==> src/design/tct_pkg.sv <==
// Package for the terrain cell triangulator.
// Payload structs, controller/datapath command types and fixed constants.
// Depends on nothing.
`default_nettype none

package tct_pkg;

    localparam int GRID_BITS   = 10;
    localparam int HEIGHT_BITS = 12;
    localparam int NORM_BITS   = 16;
    localparam int NORM_ONE    = 16384;
    localparam int VERTS       = 6;
    localparam int SRCH_BITS   = 15;   // search value 0..NORM_ONE
    localparam int BIT_W       = 4;    // index of search bit
    localparam int VTX_W       = 3;

    localparam logic [1:0] COMP_X = 2'd0;
    localparam logic [1:0] COMP_Y = 2'd1;
    localparam logic [1:0] COMP_Z = 2'd2;

    typedef struct packed {
        logic [GRID_BITS-1:0]   cell_x;
        logic [GRID_BITS-1:0]   cell_y;
        logic [HEIGHT_BITS-1:0] height_a;
        logic [HEIGHT_BITS-1:0] height_b;
        logic [HEIGHT_BITS-1:0] height_c;
        logic [HEIGHT_BITS-1:0] height_d;
        logic                   first_cell;
    } cell_t;

    typedef struct packed {
        logic [GRID_BITS:0]           pos_x;
        logic [GRID_BITS:0]           pos_y;
        logic [HEIGHT_BITS-1:0]       pos_z;
        logic signed [NORM_BITS-1:0]  normal_x;
        logic signed [NORM_BITS-1:0]  normal_y;
        logic signed [NORM_BITS-1:0]  normal_z;
        logic                         diagonal_bd;
        logic [HEIGHT_BITS-1:0]       patch_max_height;
        logic                         last_vertex;
    } vertex_t;

    // controller to datapath
    typedef struct packed {
        logic             load;
        logic             tri_sel;
        logic             sq_p;
        logic             sq_q;
        logic             sum_s;
        logic             init;
        logic [1:0]       comp;
        logic             mul_t2;
        logic             mul_lo;
        logic             mul_hi;
        logic             cmp;
        logic             store;
        logic [BIT_W-1:0] bit_idx;
        logic [VTX_W-1:0] vtx;
    } cmd_t;

    // datapath to controller
    typedef struct packed {
        logic cand_over;
    } stat_t;

endpackage

`default_nettype wire

==> src/design/tct_datapath.sv <==
// Datapath of the terrain cell triangulator: cell registers, shared multiplier,
// bit-serial normalisation search and vertex output mux.
// Depends on tct_pkg.
`default_nettype none

module tct_datapath
    import tct_pkg::*;
(
    input  wire logic    clk,
    input  wire logic    rst_n,
    input  wire cell_t   cell_data,
    input  wire cmd_t    cmd,
    output stat_t        stat,
    output vertex_t      vertex
);

    localparam int HB    = HEIGHT_BITS;
    localparam int D_W   = HB + 1;
    localparam int SQ_W  = 2 * HB;
    localparam int S_W   = 2 * HB + 1;
    localparam int SL_W  = (S_W + 1) / 2;
    localparam int SH_W  = S_W - SL_W;
    localparam int T2_W  = 2 * SRCH_BITS;
    localparam int MA_W  = (T2_W > HB) ? T2_W : HB;
    localparam int MB_T  = (SL_W > HB) ? SL_W : HB;
    localparam int MB_W  = (MB_T > SRCH_BITS) ? MB_T : SRCH_BITS;
    localparam int PR_W  = MA_W + MB_W;
    localparam int P_W   = T2_W + S_W;
    localparam int SHIFT = T2_W;

    function automatic logic [HB-1:0] mag_of(input logic signed [D_W-1:0] v);
        logic signed [D_W-1:0] a;
        a = (v < 0) ? -v : v;
        return a[HB-1:0];
    endfunction

    // cell registers
    logic [GRID_BITS-1:0]    x_reg, y_reg;
    logic [HB-1:0]           ha_reg, hb_reg, hc_reg, hd_reg;
    logic                    bd_reg;
    logic [HB-1:0]           max_reg;
    logic signed [D_W-1:0]   p1_reg, q1_reg, p2_reg, q2_reg;
    logic [SQ_W-1:0]         pp_reg, qq_reg, mag2_reg;
    logic [S_W-1:0]          s_reg;
    logic                    neg_reg;
    logic [SRCH_BITS-1:0]    m_reg;
    logic [T2_W-1:0]         t2_reg;
    logic [T2_W+SL_W-1:0]    pl_reg;
    logic [T2_W+SH_W-1:0]    ph_reg;
    logic [NORM_BITS-1:0]    n_reg [2][3];

    logic signed [D_W-1:0]   p_sel, q_sel;
    logic [HB-1:0]           p_mag, q_mag;
    logic [MA_W-1:0]         mul_a;
    logic [MB_W-1:0]         mul_b;
    logic [PR_W-1:0]         prod;
    logic [SRCH_BITS-1:0]    cand, t_val;
    logic [P_W-1:0]          lhs, rhs;
    logic [HB:0]             dac, dbd;
    logic [NORM_BITS-1:0]    res;

    assign p_sel = cmd.tri_sel ? p2_reg : p1_reg;
    assign q_sel = cmd.tri_sel ? q2_reg : q1_reg;
    assign p_mag = mag_of(p_sel);
    assign q_mag = mag_of(q_sel);

    // search candidate and its odd test value 2*cand-1
    assign cand  = m_reg | (SRCH_BITS'(1) << cmd.bit_idx);
    assign t_val = SRCH_BITS'(({1'b0, cand} << 1) - (SRCH_BITS + 1)'(1));
    assign stat.cand_over = (cand > SRCH_BITS'(NORM_ONE));

    // shared multiplier operand select
    always_comb
    begin
        mul_a = '0;
        mul_b = '0;
        if (cmd.sq_p)
        begin
            mul_a = MA_W'(p_mag);
            mul_b = MB_W'(p_mag);
        end
        else if (cmd.sq_q)
        begin
            mul_a = MA_W'(q_mag);
            mul_b = MB_W'(q_mag);
        end
        else if (cmd.mul_t2)
        begin
            mul_a = MA_W'(t_val);
            mul_b = MB_W'(t_val);
        end
        else if (cmd.mul_lo)
        begin
            mul_a = MA_W'(t2_reg);
            mul_b = MB_W'(s_reg[SL_W-1:0]);
        end
        else if (cmd.mul_hi)
        begin
            mul_a = MA_W'(t2_reg);
            mul_b = MB_W'(s_reg[S_W-1:SL_W]);
        end
    end

    assign prod = PR_W'(mul_a) * PR_W'(mul_b);

    // t^2 * s against (mag * 2^15)^2, rounding bound of the normal component
    assign lhs = (P_W'(ph_reg) << SL_W) + P_W'(pl_reg);
    assign rhs = P_W'(mag2_reg) << SHIFT;

    assign res = neg_reg ? NORM_BITS'(-{1'b0, m_reg}) : NORM_BITS'(m_reg);

    assign dac = (ha_reg > hc_reg) ? (HB + 1)'(ha_reg - hc_reg) : (HB + 1)'(hc_reg - ha_reg);
    assign dbd = (hb_reg > hd_reg) ? (HB + 1)'(hb_reg - hd_reg) : (HB + 1)'(hd_reg - hb_reg);

    // patch maximum
    always_ff @(posedge clk or negedge rst_n)
    begin
        if (!rst_n)
        begin
            max_reg <= '0;
        end
        else if (cmd.load)
        begin
            if (cell_data.first_cell || (cell_data.height_a > max_reg))
                max_reg <= cell_data.height_a;
        end
    end

    // cell capture, diagonal choice and search registers
    always_ff @(posedge clk)
    begin
        if (cmd.load)
        begin
            x_reg  <= cell_data.cell_x;
            y_reg  <= cell_data.cell_y;
            ha_reg <= cell_data.height_a;
            hb_reg <= cell_data.height_b;
            hc_reg <= cell_data.height_c;
            hd_reg <= cell_data.height_d;
        end
        if (cmd.sq_p)
        begin
            // diagonal choice and the q edge differences settle here from the held heights
            bd_reg <= (dac > dbd);
        end
        if (cmd.load)
        begin
            p1_reg <= D_W'(cell_data.height_a) - D_W'(cell_data.height_b);
            p2_reg <= D_W'(cell_data.height_d) - D_W'(cell_data.height_c);
        end
        if (cmd.sq_p)
        begin
            if (dac > dbd)
            begin
                q1_reg <= D_W'(ha_reg) - D_W'(hd_reg);
                q2_reg <= D_W'(hb_reg) - D_W'(hc_reg);
            end
            else
            begin
                q1_reg <= D_W'(hb_reg) - D_W'(hc_reg);
                q2_reg <= D_W'(ha_reg) - D_W'(hd_reg);
            end
            pp_reg <= prod[SQ_W-1:0];
        end
        if (cmd.sq_q)
            qq_reg <= prod[SQ_W-1:0];
        if (cmd.sum_s)
            s_reg <= S_W'(pp_reg) + S_W'(qq_reg) + S_W'(1);
        if (cmd.init)
        begin
            m_reg <= '0;
            unique case (cmd.comp)
                COMP_X:
                begin
                    mag2_reg <= pp_reg;
                    neg_reg  <= p_sel[D_W-1];
                end
                COMP_Y:
                begin
                    mag2_reg <= qq_reg;
                    neg_reg  <= q_sel[D_W-1];
                end
                default:
                begin
                    mag2_reg <= SQ_W'(1);
                    neg_reg  <= 1'b0;
                end
            endcase
        end
        if (cmd.mul_t2)
            t2_reg <= prod[T2_W-1:0];
        if (cmd.mul_lo)
            pl_reg <= prod[T2_W+SL_W-1:0];
        if (cmd.mul_hi)
            ph_reg <= prod[T2_W+SH_W-1:0];
        if (cmd.cmp && (lhs <= rhs))
            m_reg <= cand;
        if (cmd.store)
            n_reg[cmd.tri_sel][cmd.comp] <= res;
    end

    // vertex output mux
    always_comb
    begin
        logic [1:0] corner;
        logic       second;
        second = (cmd.vtx >= VTX_W'(3));
        case (cmd.vtx)
            3'd0:    corner = 2'd0;
            3'd1:    corner = 2'd1;
            3'd2:    corner = bd_reg ? 2'd3 : 2'd2;
            3'd3:    corner = bd_reg ? 2'd1 : 2'd2;
            3'd4:    corner = bd_reg ? 2'd2 : 2'd3;
            default: corner = bd_reg ? 2'd3 : 2'd0;
        endcase
        vertex.pos_x = (corner == 2'd1 || corner == 2'd2)
                     ? (GRID_BITS + 1)'(x_reg) + (GRID_BITS + 1)'(1)
                     : (GRID_BITS + 1)'(x_reg);
        vertex.pos_y = (corner == 2'd2 || corner == 2'd3)
                     ? (GRID_BITS + 1)'(y_reg) + (GRID_BITS + 1)'(1)
                     : (GRID_BITS + 1)'(y_reg);
        case (corner)
            2'd0:    vertex.pos_z = ha_reg;
            2'd1:    vertex.pos_z = hb_reg;
            2'd2:    vertex.pos_z = hc_reg;
            default: vertex.pos_z = hd_reg;
        endcase
        vertex.normal_x         = n_reg[second][COMP_X];
        vertex.normal_y         = n_reg[second][COMP_Y];
        vertex.normal_z         = n_reg[second][COMP_Z];
        vertex.diagonal_bd      = bd_reg;
        vertex.patch_max_height = max_reg;
        vertex.last_vertex      = (cmd.vtx == VTX_W'(VERTS - 1));
    end

endmodule

`default_nettype wire

==> src/design/tct_ctrl.sv <==
// Controller of the terrain cell triangulator: sequences squaring, the
// bit-serial normal search per component and the six-vertex emission.
// Depends on tct_pkg.
`default_nettype none

module tct_ctrl
    import tct_pkg::*;
(
    input  wire logic  clk,
    input  wire logic  rst_n,
    input  wire logic  in_valid,
    output logic       in_stall,
    output logic       out_valid,
    input  wire logic  out_stall,
    input  wire stat_t stat,
    output cmd_t       cmd
);

    localparam logic [3:0] ST_IDLE  = 4'd0;
    localparam logic [3:0] ST_SQP   = 4'd1;
    localparam logic [3:0] ST_SQQ   = 4'd2;
    localparam logic [3:0] ST_SUMS  = 4'd3;
    localparam logic [3:0] ST_INIT  = 4'd4;
    localparam logic [3:0] ST_TRY   = 4'd5;
    localparam logic [3:0] ST_MLO   = 4'd6;
    localparam logic [3:0] ST_MHI   = 4'd7;
    localparam logic [3:0] ST_CMP   = 4'd8;
    localparam logic [3:0] ST_STORE = 4'd9;
    localparam logic [3:0] ST_EMIT  = 4'd10;

    localparam logic [BIT_W-1:0] TOP_BIT = BIT_W'(SRCH_BITS - 1);

    logic [3:0]       state_reg, state_next;
    logic [BIT_W-1:0] bit_reg, bit_next;
    logic [1:0]       comp_reg, comp_next;
    logic             tri_reg, tri_next;
    logic [VTX_W-1:0] vtx_reg, vtx_next;

    assign in_stall  = (state_reg != ST_IDLE);
    assign out_valid = (state_reg == ST_EMIT);

    always_ff @(posedge clk or negedge rst_n)
    begin
        if (!rst_n)
        begin
            state_reg <= ST_IDLE;
            bit_reg   <= '0;
            comp_reg  <= COMP_X;
            tri_reg   <= 1'b0;
            vtx_reg   <= '0;
        end
        else
        begin
            state_reg <= state_next;
            bit_reg   <= bit_next;
            comp_reg  <= comp_next;
            tri_reg   <= tri_next;
            vtx_reg   <= vtx_next;
        end
    end

    // next state and commands
    always_comb
    begin
        state_next = state_reg;
        bit_next   = bit_reg;
        comp_next  = comp_reg;
        tri_next   = tri_reg;
        vtx_next   = vtx_reg;
        cmd         = '0;
        cmd.tri_sel = tri_reg;
        cmd.comp    = comp_reg;
        cmd.bit_idx = bit_reg;
        cmd.vtx     = vtx_reg;
        unique case (state_reg)
            ST_IDLE:
            begin
                if (in_valid)
                begin
                    cmd.load   = 1'b1;
                    tri_next   = 1'b0;
                    comp_next  = COMP_X;
                    state_next = ST_SQP;
                end
            end
            ST_SQP:
            begin
                cmd.sq_p   = 1'b1;
                state_next = ST_SQQ;
            end
            ST_SQQ:
            begin
                cmd.sq_q   = 1'b1;
                state_next = ST_SUMS;
            end
            ST_SUMS:
            begin
                cmd.sum_s  = 1'b1;
                state_next = ST_INIT;
            end
            ST_INIT:
            begin
                cmd.init   = 1'b1;
                bit_next   = TOP_BIT;
                state_next = ST_TRY;
            end
            ST_TRY:
            begin
                if (stat.cand_over)
                begin
                    if (bit_reg == '0)
                        state_next = ST_STORE;
                    else
                        bit_next = bit_reg - BIT_W'(1);
                end
                else
                begin
                    cmd.mul_t2 = 1'b1;
                    state_next = ST_MLO;
                end
            end
            ST_MLO:
            begin
                cmd.mul_lo = 1'b1;
                state_next = ST_MHI;
            end
            ST_MHI:
            begin
                cmd.mul_hi = 1'b1;
                state_next = ST_CMP;
            end
            ST_CMP:
            begin
                cmd.cmp = 1'b1;
                if (bit_reg == '0)
                    state_next = ST_STORE;
                else
                begin
                    bit_next   = bit_reg - BIT_W'(1);
                    state_next = ST_TRY;
                end
            end
            ST_STORE:
            begin
                cmd.store = 1'b1;
                if (comp_reg == COMP_Z)
                begin
                    comp_next = COMP_X;
                    if (tri_reg)
                    begin
                        vtx_next   = '0;
                        state_next = ST_EMIT;
                    end
                    else
                    begin
                        tri_next   = 1'b1;
                        state_next = ST_SQP;
                    end
                end
                else
                begin
                    comp_next  = comp_reg + 2'd1;
                    state_next = ST_INIT;
                end
            end
            ST_EMIT:
            begin
                if (!out_stall)
                begin
                    if (vtx_reg == VTX_W'(VERTS - 1))
                        state_next = ST_IDLE;
                    else
                        vtx_next = vtx_reg + VTX_W'(1);
                end
            end
            default:
            begin
                state_next = ST_IDLE;
            end
        endcase
    end

endmodule

`default_nettype wire

==> src/design/terrain_cell_triangulator.sv <==
// Top level of the terrain cell triangulator: controller plus datapath.
// Depends on tct_pkg, tct_ctrl and tct_datapath.
//
//  channel | direction | handshake          | payload
//  input   | in        | in_valid/in_stall  | in_data  (cell_t, one grid cell)
//  output  | out       | out_valid/out_stall| out_data (vertex_t, six per cell)
//
// A cell passes the accept state, then per triangle the p and q squaring and the
// sum, per normal component an init, a 15-bit search on the one shared multiplier
// (per bit try with t^2, low and high product and compare, or try alone when the
// candidate is over range) and a store, then six vertex transfers, held on stall.
// Reset clears the controller and the patch maximum. A new cell is taken only
// once the sixth vertex of the previous one has been transferred.
`default_nettype none

module terrain_cell_triangulator
    import tct_pkg::*;
(
    input  wire logic    clk,
    input  wire logic    rst_n,
    input  wire logic    in_valid,
    output logic         in_stall,
    input  wire cell_t   in_data,
    output logic         out_valid,
    input  wire logic    out_stall,
    output vertex_t      out_data
);

    cmd_t  cmd;
    stat_t stat;

    tct_ctrl u_ctrl (
        .clk       (clk),
        .rst_n     (rst_n),
        .in_valid  (in_valid),
        .in_stall  (in_stall),
        .out_valid (out_valid),
        .out_stall (out_stall),
        .stat      (stat),
        .cmd       (cmd)
    );

    tct_datapath u_dp (
        .clk       (clk),
        .rst_n     (rst_n),
        .cell_data (in_data),
        .cmd       (cmd),
        .stat      (stat),
        .vertex    (out_data)
    );

endmodule

`default_nettype wire
==> config.mk <==
export PLATFORM = sky130hd
export DESIGN_NAME = terrain_cell_triangulator
export DESIGN_NICKNAME = d
export VERILOG_FILES = /design/src/design/tct_pkg.sv /design/src/design/tct_datapath.sv /design/src/design/tct_ctrl.sv /design/src/design/terrain_cell_triangulator.sv
export SDC_FILE = /design/constraint.sdc
export NUM_CORES = 2
export LEC_CHECK = 0
export BUFFER_PORTS_ARGS = -buffer_cell sky130_fd_sc_hd__buf_2
export CELL_PAD_IN_SITES_DETAIL_PLACEMENT = 0
export CELL_PAD_IN_SITES_GLOBAL_PLACEMENT = 1
export CORE_UTILIZATION = 47
export CTS_CLUSTER_SIZE = 10
export DETAILED_ROUTE_END_ITERATION = 6
export GPL_ROUTABILITY_DRIVEN = 0
export GPL_TIMING_DRIVEN = 0
export PLACE_DENSITY = 0.74
export SYNTH_ARGS = -nofsm -noshare
export SYNTH_HDL_FRONTEND = slang
export SYNTH_SLANG_ARGS = --single-unit
==> constraint.sdc <==
create_clock -name clk -period 27.5 [get_ports clk]
set_clock_uncertainty 0.1 [all_clocks]
set_input_delay 4.125 -clock clk [delete_from_list [all_inputs] [get_ports clk]]
set_output_delay 4.125 -clock clk [all_outputs]
set_load 0.01 [all_outputs]
==> flow_metrics.env <==
export IMPL_status="finished with violations"
export IMPL_violations="DRC, capacitance limit, slew limit"
export IMPL_grt_pass1_vias=29300
export IMPL_final_util_pct=52.6
export IMPL_root_buffer="clkbuf_16"
export IMPL_post_synth_top_count_cell="inv_1"
export IMPL_multi_input_area_um2=24300
export IMPL_initial_utilization_pct=47.7
export IMPL_synth_top_area_cell="edfxtp_1"
export IMPL_num_antenna_cells=0
export IMPL_viasPerCell=5.48
export IMPL_period_needed_ns=11.99
export IMPL_worstPathRequired_ns=27.73
export IMPL_post_cts_buffers=0
export IMPL_hold_viol_final=0
export IMPL_post_cts_resized=0
export IMPL_synthTopCellsByArea="edfxtp_1 (33%), fa_1 (18%), ha_1 (9.7%)"
export IMPL_drtIter0Drc=2181
export IMPL_synthArstFlopShare_pct=5.52
export IMPL_dieWidth_um=297
export IMPL_syn_inst=3936
export IMPL_nNetsFinal=4961
export IMPL_dr_total_vias=29500
export IMPL_fillers=7817
export IMPL_setup_violations=0
export IMPL_hold_depth=2
export IMPL_largest_reg_flops=96
export IMPL_worstRegToRegCells=34
export IMPL_synth_edf_count=445
export IMPL_dr_pass1_iters=7
export IMPL_cp_start_kind="flop"
export IMPL_yosysUniqueCellTypes=90
export IMPL_clock_sinks=471
export IMPL_synth_top_area_share_pct=32.8
export IMPL_clockBufferDepth=3
export IMPL_fin_setup_tns_ns=0
export IMPL_clk_pin_slew_ns=0.06
export IMPL_drc_errors=3
export IMPL_syn_area_per_cell_um2=10.4
export IMPL_whs_ns=0.412
export IMPL_synth_ff_type="edfxtp_1"
export IMPL_syn2layout_area_growth_pct=10.3
export IMPL_synth_seq_area_share_pct=34.4
export IMPL_synth_top_cells_by_count="inv_1 (539), nand2_1 (471), edfxtp_1 (445), fa_1 (371), ha_1 (317)"
export IMPL_coreArea_um2=85500
export IMPL_drt_total_wl_um=119000
export IMPL_cp_slowest_stage_delay_ns=0.71
export IMPL_setup_slack_ns=15.51
export IMPL_cts_htree_levels=2
export IMPL_synth_seq_cells=471
export IMPL_io_pins=171
export IMPL_die_area_um2=87900
export IMPL_rsz0062_at_grt="no"
export IMPL_hold_path_class="reg2reg"
export IMPL_worstMarginPinSlew_ns=1.49
export IMPL_grt_first_pass_wirelength_um=179000
export IMPL_yosysWarnings=0
export IMPL_rows=107
export IMPL_ant_nets=0
export IMPL_dp_slack_ns=15.77
export IMPL_layout_drive_gt1_share_pct=10.2
export IMPL_grt_remaining_overflow=0
export IMPL_slowest_stage="nor2b_1"
export IMPL_drv_slew=1
export IMPL_wl_per_cell_um=22.1
export IMPL_fmax_mhz=83.4
export IMPL_worstSetupPathType="reg2reg"
export IMPL_cp_max_fo=10
export IMPL_arrival_ns=12.21
export IMPL_dp_hpwl_um=96200
export IMPL_regArea_um2=14000
export IMPL_finalCritPeriodShare_pct=43.6
export IMPL_track_usage_pct=27.5
export IMPL_cts_buffers=56
export IMPL_port_buffer_count=170
export IMPL_slew_headroom_pct=-0.411
export IMPL_grt_max_degree=50
export IMPL_die_height_um=297
export IMPL_synthesis_area_um2=40800
export IMPL_worst_setup_path_end_kind="flop"
export IMPL_antenna_found_initial=3
export IMPL_cts_tree="done"
export IMPL_crit_path_frequent_cell="fa_1"
export IMPL_cts_hold_buf=0
export IMPL_clock_latency_ns=0.64
export IMPL_drv_cap=1
routing by layer:
| layer | GRT usage, % | wire (µm) | vias to the layer above |
|---|---|---|---|
| met2 | 42.3 | 52600 | 946 |
| met4 | 6.51 | 2610 | 0 |
| li1 | - | - | 13800 |
| met3 | 5.33 | 8690 | 134 |
| met5 | 0 | 0 | - |
| met1 | 39.9 | 55200 | 14600 |
layout by cell type (no fill, tap or decap), types with 17 or more instances in the layout:
cell type and count:
edfxtp_1 445, clkbuf_1 100, ha_1 317, conb_1 27, buf_2 207, a21oi_1 170, nand2_1 471, nand4_1 23
nand2b_1 37, nand3_1 40, o21a_1 22, mux2i_1 82, and2_1 73, inv_1 536, a21o_1 72, fa_1 371
dfrtp_1 26, xnor2_1 136, o21ai_0 134, a31oi_1 17, nor2_1 247, nor3_1 53, and3_1 41, a21boi_0 22
xor2_1 67, mux2_2 88, nor2b_1 50, clkbuf_16 56
worst paths after layout:
| path | from | endpoint | slack (ns) |
|---|---|---|---|
| max | u_ctrl.tri_reg$_DFFE_PN0P_ | u_dp.pl_reg[31]$_DFFE_PP_ | 15.51 |
| min | u_dp.max_reg[1]$_DFFE_PN0P_ | u_dp.max_reg[1]$_DFFE_PN0P_ | 0.41 |
| max reg2reg | u_ctrl.tri_reg$_DFFE_PN0P_ | u_dp.pl_reg[31]$_DFFE_PP_ | 15.51 |
| min reg2reg | u_dp.max_reg[1]$_DFFE_PN0P_ | u_dp.max_reg[1]$_DFFE_PN0P_ | 0.41 |
| max in group asynchronous | rst_n | u_ctrl.comp_reg[0]$_DFFE_PN0P_ | 23.22 |
| min in group asynchronous | rst_n | u_dp.max_reg[7]$_DFFE_PN0P_ | 3.49 |
cells by family (layout without fill, tap and decap cells):
group	Yosys count	in the layout	synth area share [%]
buffers and inverters	674	948	6.41
XOR/XNOR	203	203	4.36
multiplexers	170	170	4.44
adder cells (fa/ha/maj)	688	688	27.9
AO/OA/AOI/OAI	621	621	10.1
AND/OR/NAND/NOR	1107	1107	12.4
flip-flops	471	471	34.4
other	2	27	0.0184
worst max-delay path: cells and delay by family, from the launching register on:
kind                     cells  cell delay (ns)
adder cells (fa/ha/maj)      8             3.75
AO/OA/AOI/OAI               11             2.87
buffers and inverters        9             2.25
AND/OR/NAND/NOR              3             0.97
XOR/XNOR                     2             0.80
flip-flops                   1             0.47
multiplexers                 1             0.44
cell type report:
class	instances	area share, %
multi-input cells	2816	54.0
flip-flops and latches	471	31.2
inverters	541	4.52
clock buffers	82	3.38
well taps	1144	3.18
repair buffers	181	2.25
plain buffers	133	1.29
clock inverters	11	0.256
metrics by stage:
stage               std cells  cell area (µm²)
finish                   5379            45000
global route             5379            45000
CTS                      5378            44900
detailed placement       5285            43300
global placement         5275            43200
floorplan                3961            40900
Power is left out: the tool's default activity adds up to more than one toggle a clock period on the data nets, which glitch-free logic cannot reach.
